==> config.mk <==
export PLATFORM = sky130hd
export DESIGN_NAME = iirdf1_ctrl
export DESIGN_NICKNAME = d
export VERILOG_FILES = /design/src/hw/rtl/iirdf1_pkg.sv /design/src/hw/rtl/iirdf1_ctrl.sv
export SDC_FILE = /design/constraint.sdc
export NUM_CORES = 1
export LEC_CHECK = 0
export BUFFER_PORTS_ARGS = -buffer_cell sky130_fd_sc_hd__buf_2
export CAP_MARGIN = 20
export CORE_AREA = 5 5 42 44
export CTS_BUF_LIST = sky130_fd_sc_hd__clkbuf_4 sky130_fd_sc_hd__clkbuf_8 sky130_fd_sc_hd__clkbuf_16
export CTS_CLUSTER_SIZE = 16
export DETAILED_ROUTE_END_ITERATION = 10
export DIE_AREA = 0 0 47 49
export SETUP_SLACK_MARGIN = 0.2
export SYNTH_ARGS = -nofsm -noshare
export SYNTH_HDL_FRONTEND = slang
export SYNTH_SLANG_ARGS = --single-unit
==> constraint.sdc <==
create_clock -name clock -period 1.5 [get_ports clock]
set_input_delay 0.075 -clock clock [delete_from_list [all_inputs] [get_ports clock]]
set_output_delay 0.075 -clock clock [all_outputs]
set_load 0.02 [all_outputs]
==> src/hw/rtl/iirdf1_pkg.sv <==
// Shared constants, codes and controller/datapath interface types for the DF1 IIR filter.
package iirdf1_pkg;

   localparam int TAPS      = 9;
   localparam int TAP_CNT   = 2 * TAPS - 1;
   localparam int TAP_W     = $clog2(TAP_CNT);
   localparam int IDX_W     = $clog2(TAPS);
   localparam int HIDX_W    = (TAPS - 1 > 1) ? $clog2(TAPS - 1) : 1;
   localparam int OP_W      = 2;
   localparam int CIDX_W    = 4;
   localparam int DATA_W    = 32;
   localparam int PROD_W    = 2 * DATA_W;
   localparam int ACC_W     = PROD_W + $clog2(TAP_CNT + 1) + 1;
   localparam int FRAC_DROP = 24;

   typedef enum logic [OP_W-1:0] {
      OP_FILTER = 2'd0,
      OP_NUM_WR = 2'd1,
      OP_DEN_WR = 2'd2
   } op_type;

   typedef enum logic [1:0] {
      ST_IDLE,
      ST_MAC,
      ST_DRAIN,
      ST_ROUND
   } state_type;

   typedef struct packed {
      logic shift_in;
      logic wr_num;
      logic wr_den;
      logic issue;
      logic finish;
   } cmd_type;

   typedef struct packed {
      logic tap_last;
      logic out_full;
   } stat_type;

endpackage

==> src/hw/rtl/iirdf1_ctrl.sv <==
// Controller state machine: decodes requests and sequences the shared multiply-accumulate.
module iirdf1_ctrl
   import iirdf1_pkg::*;
(
   input  logic                clock,
   input  logic                reset,
   input  logic                req_valid,
   input  logic [OP_W-1:0]     req_operation,
   output logic                req_ready,
   input  stat_type            stat,
   output cmd_type             cmd
);

   state_type state_ff, state_in;

   always_ff @(posedge clock) begin
      if (reset) begin
         state_ff <= ST_IDLE;
      end else begin
         state_ff <= state_in;
      end
   end

   always_comb begin
      state_in = state_ff;
      unique case (state_ff)
         ST_IDLE: begin
            if (req_valid && (req_operation == OP_FILTER)) begin
               state_in = ST_MAC;
            end
         end
         ST_MAC: begin
            if (stat.tap_last) begin
               state_in = ST_DRAIN;
            end
         end
         ST_DRAIN: state_in = ST_ROUND;
         ST_ROUND: begin
            if (!stat.out_full) begin
               state_in = ST_IDLE;
            end
         end
         default: state_in = ST_IDLE;
      endcase
   end

   always_comb begin
      cmd       = '0;
      req_ready = 1'b0;
      unique case (state_ff)
         ST_IDLE: begin
            req_ready = 1'b1;
            if (req_valid) begin
               cmd.shift_in = (req_operation == OP_FILTER);
               cmd.wr_num   = (req_operation == OP_NUM_WR);
               cmd.wr_den   = (req_operation == OP_DEN_WR);
            end
         end
         ST_MAC:   cmd.issue  = 1'b1;
         ST_DRAIN: cmd.issue  = 1'b0;
         ST_ROUND: cmd.finish = !stat.out_full;
         default:  cmd        = '0;
      endcase
   end

endmodule

==> flow_metrics.tcl, run 1 <==
set metrics [dict create \
    area_growth_pct 118.3 \
    met2_usage_pct 8.597 \
    diodes 0 \
    grt_max_degree 5 \
    setup-violations-final 0 \
    synth_edf_count 0 \
    routed_wl_um 614 \
    fin_tns_setup_ps 0 \
    start_kind "register" \
    grt-busiest-layer "met2" \
    ys_async_sr_fraction_pct 0 \
    numCtsBuffers 3 \
    vias 229 \
    grt_pass1_wl_um 897 \
    final_layout_size_suffix_gt1_share_pct 81.58 \
    antenna_left 0 \
    fillCellCount 158 \
    tightest_slew_ps 268.6 \
    top_regs "state_ff: 2 flops" \
    yosysMostFrequentCell "ha_1" \
    grt_setup_unrepaired "true" \
    start_util_pct 13.66 \
    postPlaceCellArea_um2 299.0 \
    use_met1_pct 4.803 \
    p_leak_nw 0.1733 \
    use_met3_pct 6.273 \
    fin_crit_sh_pct 84.88 \
    critical_path.top_delay_family "flip-flops" \
    synthesis.instances 21 \
    grt_overflow 0 \
    yosys.area.top_type "ha_1" \
    finalWeightedCongestion 0.6925 \
    worstSetupPathType "reg -> out" \
    cts_sinks 2 \
    p_per_area_nw_per_um2 1492 \
    report.final.slew_viol_count 0 \
    antenna_found_initial 0 \
    clk_latency_ps 230 \
    largest_register_ffs 2 \
    nNetsFinal 51 \
    avgSynthCellArea_um2 9.116 \
    yosys.cell_types.count 13 \
    synth_top_area_share_pct 26.14 \
    register_area_um2 45.04 \
    path_buf_inv 2 \
    outcome "finished, final reports clean" \
    power_w 0.0006234 \
    seq_area_frac_synth_pct 20.92 \
    synthFlopType "dfxtp_1" \
    vias_per_cell 4.241 \
    finalHoldViolations 0 \
    netlist_area_um2 191.4 \
    max-cap-violations 0 \
    timing.fmax_mhz 785.4 \
    post_drt_wl_per_cell_um 11.37 \
    end_kind "primary output" \
    cp_slowest_cell "dfxtp_4" \
    final_cell_area_um2 417.9 \
    final_core_util_pct 29.82 \
    clk_path_buf_depth 2 \
    path_max_fanout 4 \
    critPathMaxStageDelay_ps 350 \
    first_pass_iters 1 \
    clkTransAtPathRegs_ps 30 \
    first_global_vias 221 \
    hp-class "in -> reg" \
    synth-seq-cells 2 \
    cts_tree "yes" \
    crit_chain "inv_4 -> ha_4 -> nand2_4 -> nor3b_2 -> buf_4" \
    vdd_ir_drop_max_mv 0.4567 \
    clock-skew-final_ps 4.569 \
    post-route-min-period_ps 1273 \
    coreArea_um2 1401 \
    h-tree-depth 1 \
    critPathArrivalTime_ps 1200 \
    placementRows 14 \
    netlist_top_cells_area "ha_1, dfxtp_1, nor3b_1, nand2b_1, nor2b_1" \
    holdBufCountCts 0 \
    dieArea_um2 2303 \
    slew_headroom_pct 82.09 \
    die_w_um 47 \
    drc_errors 0 \
    yosys_warnings 0 \
    ios 13 \
    fp.dieH_um 49 \
    numPortBuffers 12 \
    worstPathRequired_ps 1420 \
    hold_ws_ps 31.54 \
    regMostFlops "state_ff" \
    track_usage_pct 5.833 \
    syn-num-nets 32 \
    cts_root_buffer "clkbuf_4" \
    first_iter_violations 0 \
    multi_input_area_um2 235.2 \
]
==> stage by stage <==
| step | std cells | setup slack (ps) |
|---|---|---|
| floorplan | 21 | 156.8 |
| global placement | 49 | 209.6 |
| detailed placement | 49 | 181.2 |
| CTS | 54 | 205.9 |
| global route | 54 | 168.7 |
| finish | 54 | 226.8 |
==> worst reg2reg max path: stages, from the launching register on <==
cell	delay (ps)
dfxtp_4	350
ha_1	260
a221o_1	380
a211oi_2	190
==> area by class of cell <==
class,instances,area share [%]
Multi-Input combinational cell,17,56.29
Timing Repair Buffer,14,19.76
Sequential cell,2,10.78
Clock buffer,3,5.389
Tap cell,16,4.790
Inverter,2,2.994
==> timing repair <==
item,in CTS,in global routing
pin swaps,1,4
endpoints found under the setup margin,4,5
setup buffers,2,0
resized for setup,9,11
==> metal layers <==
metal	part of all wire [%]	wire (µm)	up-vias
met4	3.4	21	0
met3	9.0	55	2
met2	52	321	10
li1	-	-	111
met5	0	0	-
met1	35	215	106
==> path summary, 6_finish.rpt <==
path                    start           to  slack [ps]  cells past startpoint
hold reg to reg   state_ff[1]  state_ff[1]         640                      3
setup / recovery  state_ff[0]       cmd[2]         230                      5
hold / removal          reset  state_ff[0]          30                      2
setup reg to reg  state_ff[0]  state_ff[0]         230                      3
==> logic make-up after synthesis <==
kind of cell	count (synthesis)	synth area share, %
compound gates	3	13.73
fa+ha+maj	4	26.14
buf+inv	2	3.923
flops	2	20.92
simple gates	9	30.06
mux	1	5.229
==> cells in the final DEF (no fill, tap or decap), types with 2 or more instances in the layout <==
cell      instances
buf_2             9
inv_4             2
nor3b_2           2
buf_4             5
ha_4              3
clkbuf_4          3
nand2b_1          2
==> report_power, final <==
group | leakage, nW | switching (W) | internal, W | total [W]
clock | 0.0138 | 0.0000308 | 0.0000882 | 0.000119
sequential | 0.0175 | 0.0000277 | 0.0000790 | 0.000107
combinational | 0.142 | 0.000200 | 0.000198 | 0.000398
total | 0.173 | 0.000258 | 0.000365 | 0.000623
(Power assumes the default switching activity.)
==> run 2: changes to the inputs <==
==> constraint.sdc (replaced) <==
create_clock -name clock -period 1.31 [get_ports clock]
set_input_delay 0.0655 -clock clock [delete_from_list [all_inputs] [get_ports clock]]
set_output_delay 0.0655 -clock clock [all_outputs]
set_load 0.02 [all_outputs]
==> run 2 against run 1 <==
  * Die area unchanged
  * Critical path depth unchanged
  * First-iteration DRC count rose by 2
  * Clock power rose by 12%
  * Global-route usage is 0.91 points lower
  * Clock skew down 1.9 ps
  * Hold slack lost 2.6 ps
  * Combinational power shrank 4%
  * Core utilization down 2.1 points
  * Sequential share of layout area grew 0.83 points
  * Critical path type is now reg -> reg
==> flow_metrics.tcl, run 2 (same netlist as run 1, synthesis figures left out) <==
set metrics [dict create \
    track_usage_pct 4.919 \
    antenna_found_initial 0 \
    largest_register_ffs 2 \
    hold_ws_ps 28.96 \
    p_per_area_nw_per_um2 1641 \
    worstPathRequired_ps 1440 \
    h-tree-depth 1 \
    critical_path.top_delay_family "compound AO/OA/AOI/OAI gates" \
    antenna_left 0 \
    first_iter_violations 2 \
    fp.dieH_um 49 \
    p_sw_w 0.0002638 \
    placementRows 14 \
    clk_path_buf_depth 2 \
    diodes 0 \
    crit_chain "inv_4 -> ha_4 -> nor2b_4 -> a221o_1 -> a211oi_2" \
    cts_tree "yes" \
    post_drt_wl_per_cell_um 9.173 \
    slew_headroom_pct 77.39 \
    finalHoldViolations 0 \
    vdd_ir_drop_max_mv 0.5678 \
    routed_wl_um 477 \
    top_regs "state_ff: 2 flops" \
    area_growth_pct 102.6 \
    register_area_um2 45.04 \
    ios 13 \
    vias_per_cell 4.038 \
    start_kind "register" \
    finalWeightedCongestion 0.5883 \
    fin_crit_sh_pct 95.95 \
    power.share.clock_pct 20.8 \
    drc_errors 0 \
    nNetsFinal 49 \
    rrSetupSlack_ps 50 \
    crit_cells 5 \
    max-cap-violations 0 \
    whs_path_depth 2 \
    clk_latency_ps 220 \
    start_util_pct 13.66 \
    outcome "finished, final reports clean" \
    swShare_pct 41.43 \
    fillCellCount 166 \
    fin_tns_setup_ps 0 \
    post-route-min-period_ps 1257 \
    r2r.worst_path.cells 5 \
    path_max_fanout 4 \
    worstSetupPathType "reg -> reg" \
    grt_overflow 0 \
    numPortBuffers 12 \
    cp_slowest_cell "dfxtp_4" \
    postPlaceCellArea_um2 330.3 \
    report.final.slew_viol_count 0 \
    p_int_w 0.0003729 \
    first_global_vias 219 \
    layout_commonest_cell "buf_2" \
    cts_root_buffer "clkbuf_4" \
    final_layout_size_suffix_gt1_share_pct 77.78 \
    first_pass_iters 2 \
    setup-violations-final 0 \
    tightest_slew_ps 338.4 \
    end_kind "register" \
    power_w 0.0006367 \
    vias 210 \
    coreArea_um2 1401 \
    critPathArrivalTime_ps 1390 \
    final_cell_area_um2 387.9 \
    path_buf_inv 1 \
    grt_max_degree 5 \
    grt_setup_unrepaired "true" \
    grt_pass1_wl_um 800 \
    critPathMaxStageDelay_ps 360 \
    die_w_um 47 \
    hp-class "in -> reg" \
    regMostFlops "state_ff" \
    multi_input_area_um2 216.5 \
    cts_sinks 2 \
    dieArea_um2 2303 \
    clkTransAtPathRegs_ps 30 \
    timing.fmax_mhz 795.6 \
    seqPwrFrac_pct 18.8 \
    p_leak_nw 0.1659 \
    final_cell_mix "buf_2, clkbuf_4" \
    clock-skew-final_ps 2.711 \
    holdBufCountCts 0 \
    pwr-share-comb_pct 60.3 \
    numCtsBuffers 3 \
]
-- run 2: power groups by stage --
stage          Combinational, W  Sequential (W)  Clock, W
2_1_floorplan          0.000274        0.000106         0
3_3_place_gp           0.000329        0.000110         0
3_5_place_dp           0.000333        0.000110         0
4_1_cts                0.000389        0.000116  0.000142
5_1_grt                0.000420        0.000123  0.000151
6_report               0.000384        0.000120  0.000133
-- run 2: repair_timing --
item / 4_1_cts / 5_1_grt
setup endpoints to repair: 6 / 6
pin swaps: 3 / 1
gates cloned: 0 / 0
hold endpoints to repair: 0 / 0
buffers inserted: 0 / 0
resized for setup: 11 / 1
-- run 2: routing by layer --
layer  global-route usage (%)  wire [µm]  up-vias
li1                         -          -      108
met2                    7.240        271        5
met1                    5.022        166       97
met5                        0          0        -
met4                    5.530          0        0
met3                    1.107         40        0
-- run 2: path summary, 6_finish.rpt --
path	startpoint	endpoint
max	state_ff[1]	state_ff[0]
min	reset	state_ff[0]
max reg2reg	state_ff[1]	state_ff[0]
min reg2reg	state_ff[1]	state_ff[1]
-- run 2: layout make-up --
| cell class | instances | area share (%) |
|---|---|---|
| multi-input combinational | 17 | 55.81 |
| timing repair buffer | 12 | 18.39 |
| sequential | 2 | 11.61 |
| clock buffer | 3 | 5.806 |
| tap | 16 | 5.161 |
| inverter | 2 | 3.226 |
-- run 2: worst register-to-register path: cells and delay by family, from the launching register on --
family	cells	cell delay, ps
adders and majority gates	1	150
and+or+nand+nor	1	120
DFF	1	360
AOI/OAI and AO/OA	2	490
buffers and inverters	1	50
-- run 2: metrics by stage --
stage	util, %	setup slack (ps)	cells
CTS	27.50	25.41	52
detailed placement	23.57	-23.65	49
finish	27.68	53.03	52
global route	27.68	-19.34	52
global placement	23.57	-8.570	49
floorplan	-	70.03	21
==> run 3: changes to the inputs <==
--- a/config.mk
+++ b/config.mk
@@ -5,6 +5,7 @@
 export SDC_FILE = /design/constraint.sdc
 export NUM_CORES = 1
 export LEC_CHECK = 0
+export ABC_AREA = 1
 export BUFFER_PORTS_ARGS = -buffer_cell sky130_fd_sc_hd__buf_2
 export CAP_MARGIN = 20
 export CORE_AREA = 5 5 42 44
==> run 3 against run 2 <==
  * Synthesized cell count increased by 67%
  * Critical path depth unchanged
  * Non-clock buffer count rose by 4
  * Power grew 65%
  * Combinational power rose by 99%
  * Clock power about the same
  * Die area is the same
  * Hold slack better by 61 ps
  * Sequential power rose by 28%
  * Final area increased by 17%
  * Critical path type is now reg -> out
==> flow_metrics.tcl, run 3 <==
set metrics [dict create \
    fp.dieH_um 49 \
    timing.fmax_mhz 860.7 \
    path_max_fanout 5 \
    antenna_found_initial 0 \
    yosys-top-cells-count "inv_1, nor2_1, ha_1, nand2_1, nor2_2" \
    crit_chain "inv_4 -> ha_4 -> nand3_2 -> nor2_2 -> buf_6" \
    tightest_slew_ps 134.2 \
    clkTransAtPathRegs_ps 30 \
    yosys.area_share.simple_pct 43.98 \
    grt_pass1_wl_um 876 \
    first_global_vias 247 \
    synth_top_area_share_pct 20.94 \
    start_util_pct 17.05 \
    synthFlopType "dfxtp_1" \
    drc_errors 0 \
    placementRows 14 \
    numCtsBuffers 3 \
    top_regs "state_ff: 2 flops" \
    grt_max_degree 6 \
    clock-skew-final_ps 2.670 \
    synth-seq-cells 2 \
    yosysMostFrequentCell "inv_1" \
    critPathMaxStageDelay_ps 350 \
    post_drt_wl_per_cell_um 7.771 \
    synthesis.instances 35 \
    fin_tns_setup_ps 0 \
    h-tree-depth 1 \
    holdBufCountCts 0 \
    synth_compound_area_share_pct 5.759 \
    vdd_ir_drop_max_mv 0.6193 \
    report.final.slew_viol_count 0 \
    yosys.cell_types.count 14 \
    max-cap-violations 0 \
    outcome "finished, final reports clean" \
    regMostFlops "state_ff" \
    seq_area_frac_synth_pct 16.75 \
    start_kind "register" \
    grt_setup_unrepaired "true" \
    first_pass_iters 3 \
    dieArea_um2 2303 \
    post-dp-hpwl_um 419 \
    yosys_warnings 0 \
    coreArea_um2 1401 \
    vias 254 \
    first_iter_violations 4 \
    layout_commonest_cell "buf_2" \
    muxShareOfSynthArea_pct 0 \
    synth_edf_count 0 \
    synth_top_family_by_area "simple AND/OR/NAND/NOR gates" \
    fin_cells 70 \
    setup-violations-final 0 \
    clk_path_buf_depth 2 \
    grt_overflow 0 \
    netlist_area_um2 239.0 \
    synth-xor-area-share_pct 0 \
    critPathArrivalTime_ps 1100 \
    netlist_top_cells_area "ha_1, dfxtp_1, inv_1, nor2_1, nor2_2" \
    largest_register_ffs 2 \
    vias_per_cell 3.629 \
    slew_headroom_pct 91.03 \
    antenna_left 0 \
    final_cell_area_um2 454.2 \
    nNetsFinal 67 \
    die_w_um 47 \
    avgSynthCellArea_um2 6.828 \
    final_layout_size_suffix_gt1_share_pct 74.07 \
    hp-class "in -> reg" \
    fin_crit_sh_pct 88.69 \
    cts_root_buffer "clkbuf_4" \
    postPlaceCellArea_um2 342.8 \
    cts_tree "yes" \
    worstSetupPathType "reg -> out" \
    clk_latency_ps 220 \
    worstPathRequired_ps 1240 \
    routed_wl_um 544 \
    diodes 0 \
    final_cell_mix "buf_2, nor2_2, buf_4" \
    finalHoldViolations 0 \
    finalWeightedCongestion 0.6771 \
    ys_async_sr_fraction_pct 0 \
    syn-num-nets 46 \
    track_usage_pct 5.267 \
    dp.cells 63 \
    p_leak_nw 0.2233 \
    yosys.area.top_type "ha_1" \
    area_growth_pct 90.05 \
    numPortBuffers 12 \
    end_kind "primary output" \
    post-route-min-period_ps 1162 \
    ios 13 \
    cts_sinks 2 \
    synth_fa_ha_area_share_pct 20.94 \
    cp_slowest_cell "dfxtp_4" \
    p_per_area_nw_per_um2 2316 \
]
## run 3: cell types whose count changed after synthesis, moves of 3 or more
cell	previous run	this run
nor2_1	0	6
inv_1	2	7
nand2_1	1	4
nor2_2	0	3
## run 3: path summary, 6_finish.rpt
check | start | to | slack, ps | depth (start not counted)
max | state_ff[0] | cmd[3] | 150 | 5
min | reset | state_ff[0] | 90 | 4
max reg2reg | state_ff[0] | state_ff[1] | 160 | 8
min reg2reg | state_ff[0] | state_ff[0] | 510 | 2
## run 3: metal layers
layer	up-vias	wire length, µm	part of all wire [%]	track usage [%]
met4	0	0	0	5.530
met5	-	0	0	0
met2	3	291	53	8.371
li1	142	-	-	-
met3	0	20	3.7	1.107
met1	109	233	43	5.011
## run 3: stage by stage
step / utilization (%) / power, W / setup slack, ps / hold WS, ps
finish: 32.41 / 0.001052 / 148.1 / 89.62
global placement: 24.46 / 0.0006757 / 182.6 / 323.4
floorplan: - / 0.0005774 / 195.0 / 178.6
detailed placement: 24.46 / 0.0006788 / 165.1 / 326.6
CTS: 31.25 / 0.001031 / 127.4 / 79.86
global route: 32.41 / 0.001161 / 92.08 / 91.82
## run 3: power breakdown
part	switching, W	internal, W
clock	0.0000317	0.000101
sequential	0.0000415	0.000112
combinational	0.000392	0.000375
total	0.000465	0.000587
## run 3: layout make-up
| cell class | instances | area (µm²) |
|---|---|---|
| clock buffer | 3 | 22.52 |
| multi-input combinational | 25 | 211.5 |
| timing repair buffer | 16 | 117.6 |
| inverter | 8 | 35.03 |
| tap | 16 | 20.02 |
| fill | 159 | 947.2 |
| sequential | 2 | 47.55 |
## run 3: repair_timing
action,CTS,global route
setup buffers,3,1
endpoints found under the setup margin,7,7
pin swaps,5,7
gates resized for setup,17,3
cloned,0,0
## run 3: critical path: cells and delay by family (launching register included)
kind | cells | cell delay [ps]
fa+ha+maj | 1 | 160
simple gates | 2 | 180
buf+inv | 2 | 180
flops | 1 | 350
## run 3: logic make-up (layout without fill, tap and decap cells)
| family | after synthesis | in the layout |
|---|---|---|
| AND/OR/NAND/NOR | 19 | 19 |
| flip-flops | 2 | 2 |
| adder cells (fa/ha/maj) | 4 | 4 |
| buffers and inverters | 8 | 27 |
| AO/OA/AOI/OAI | 2 | 2 |
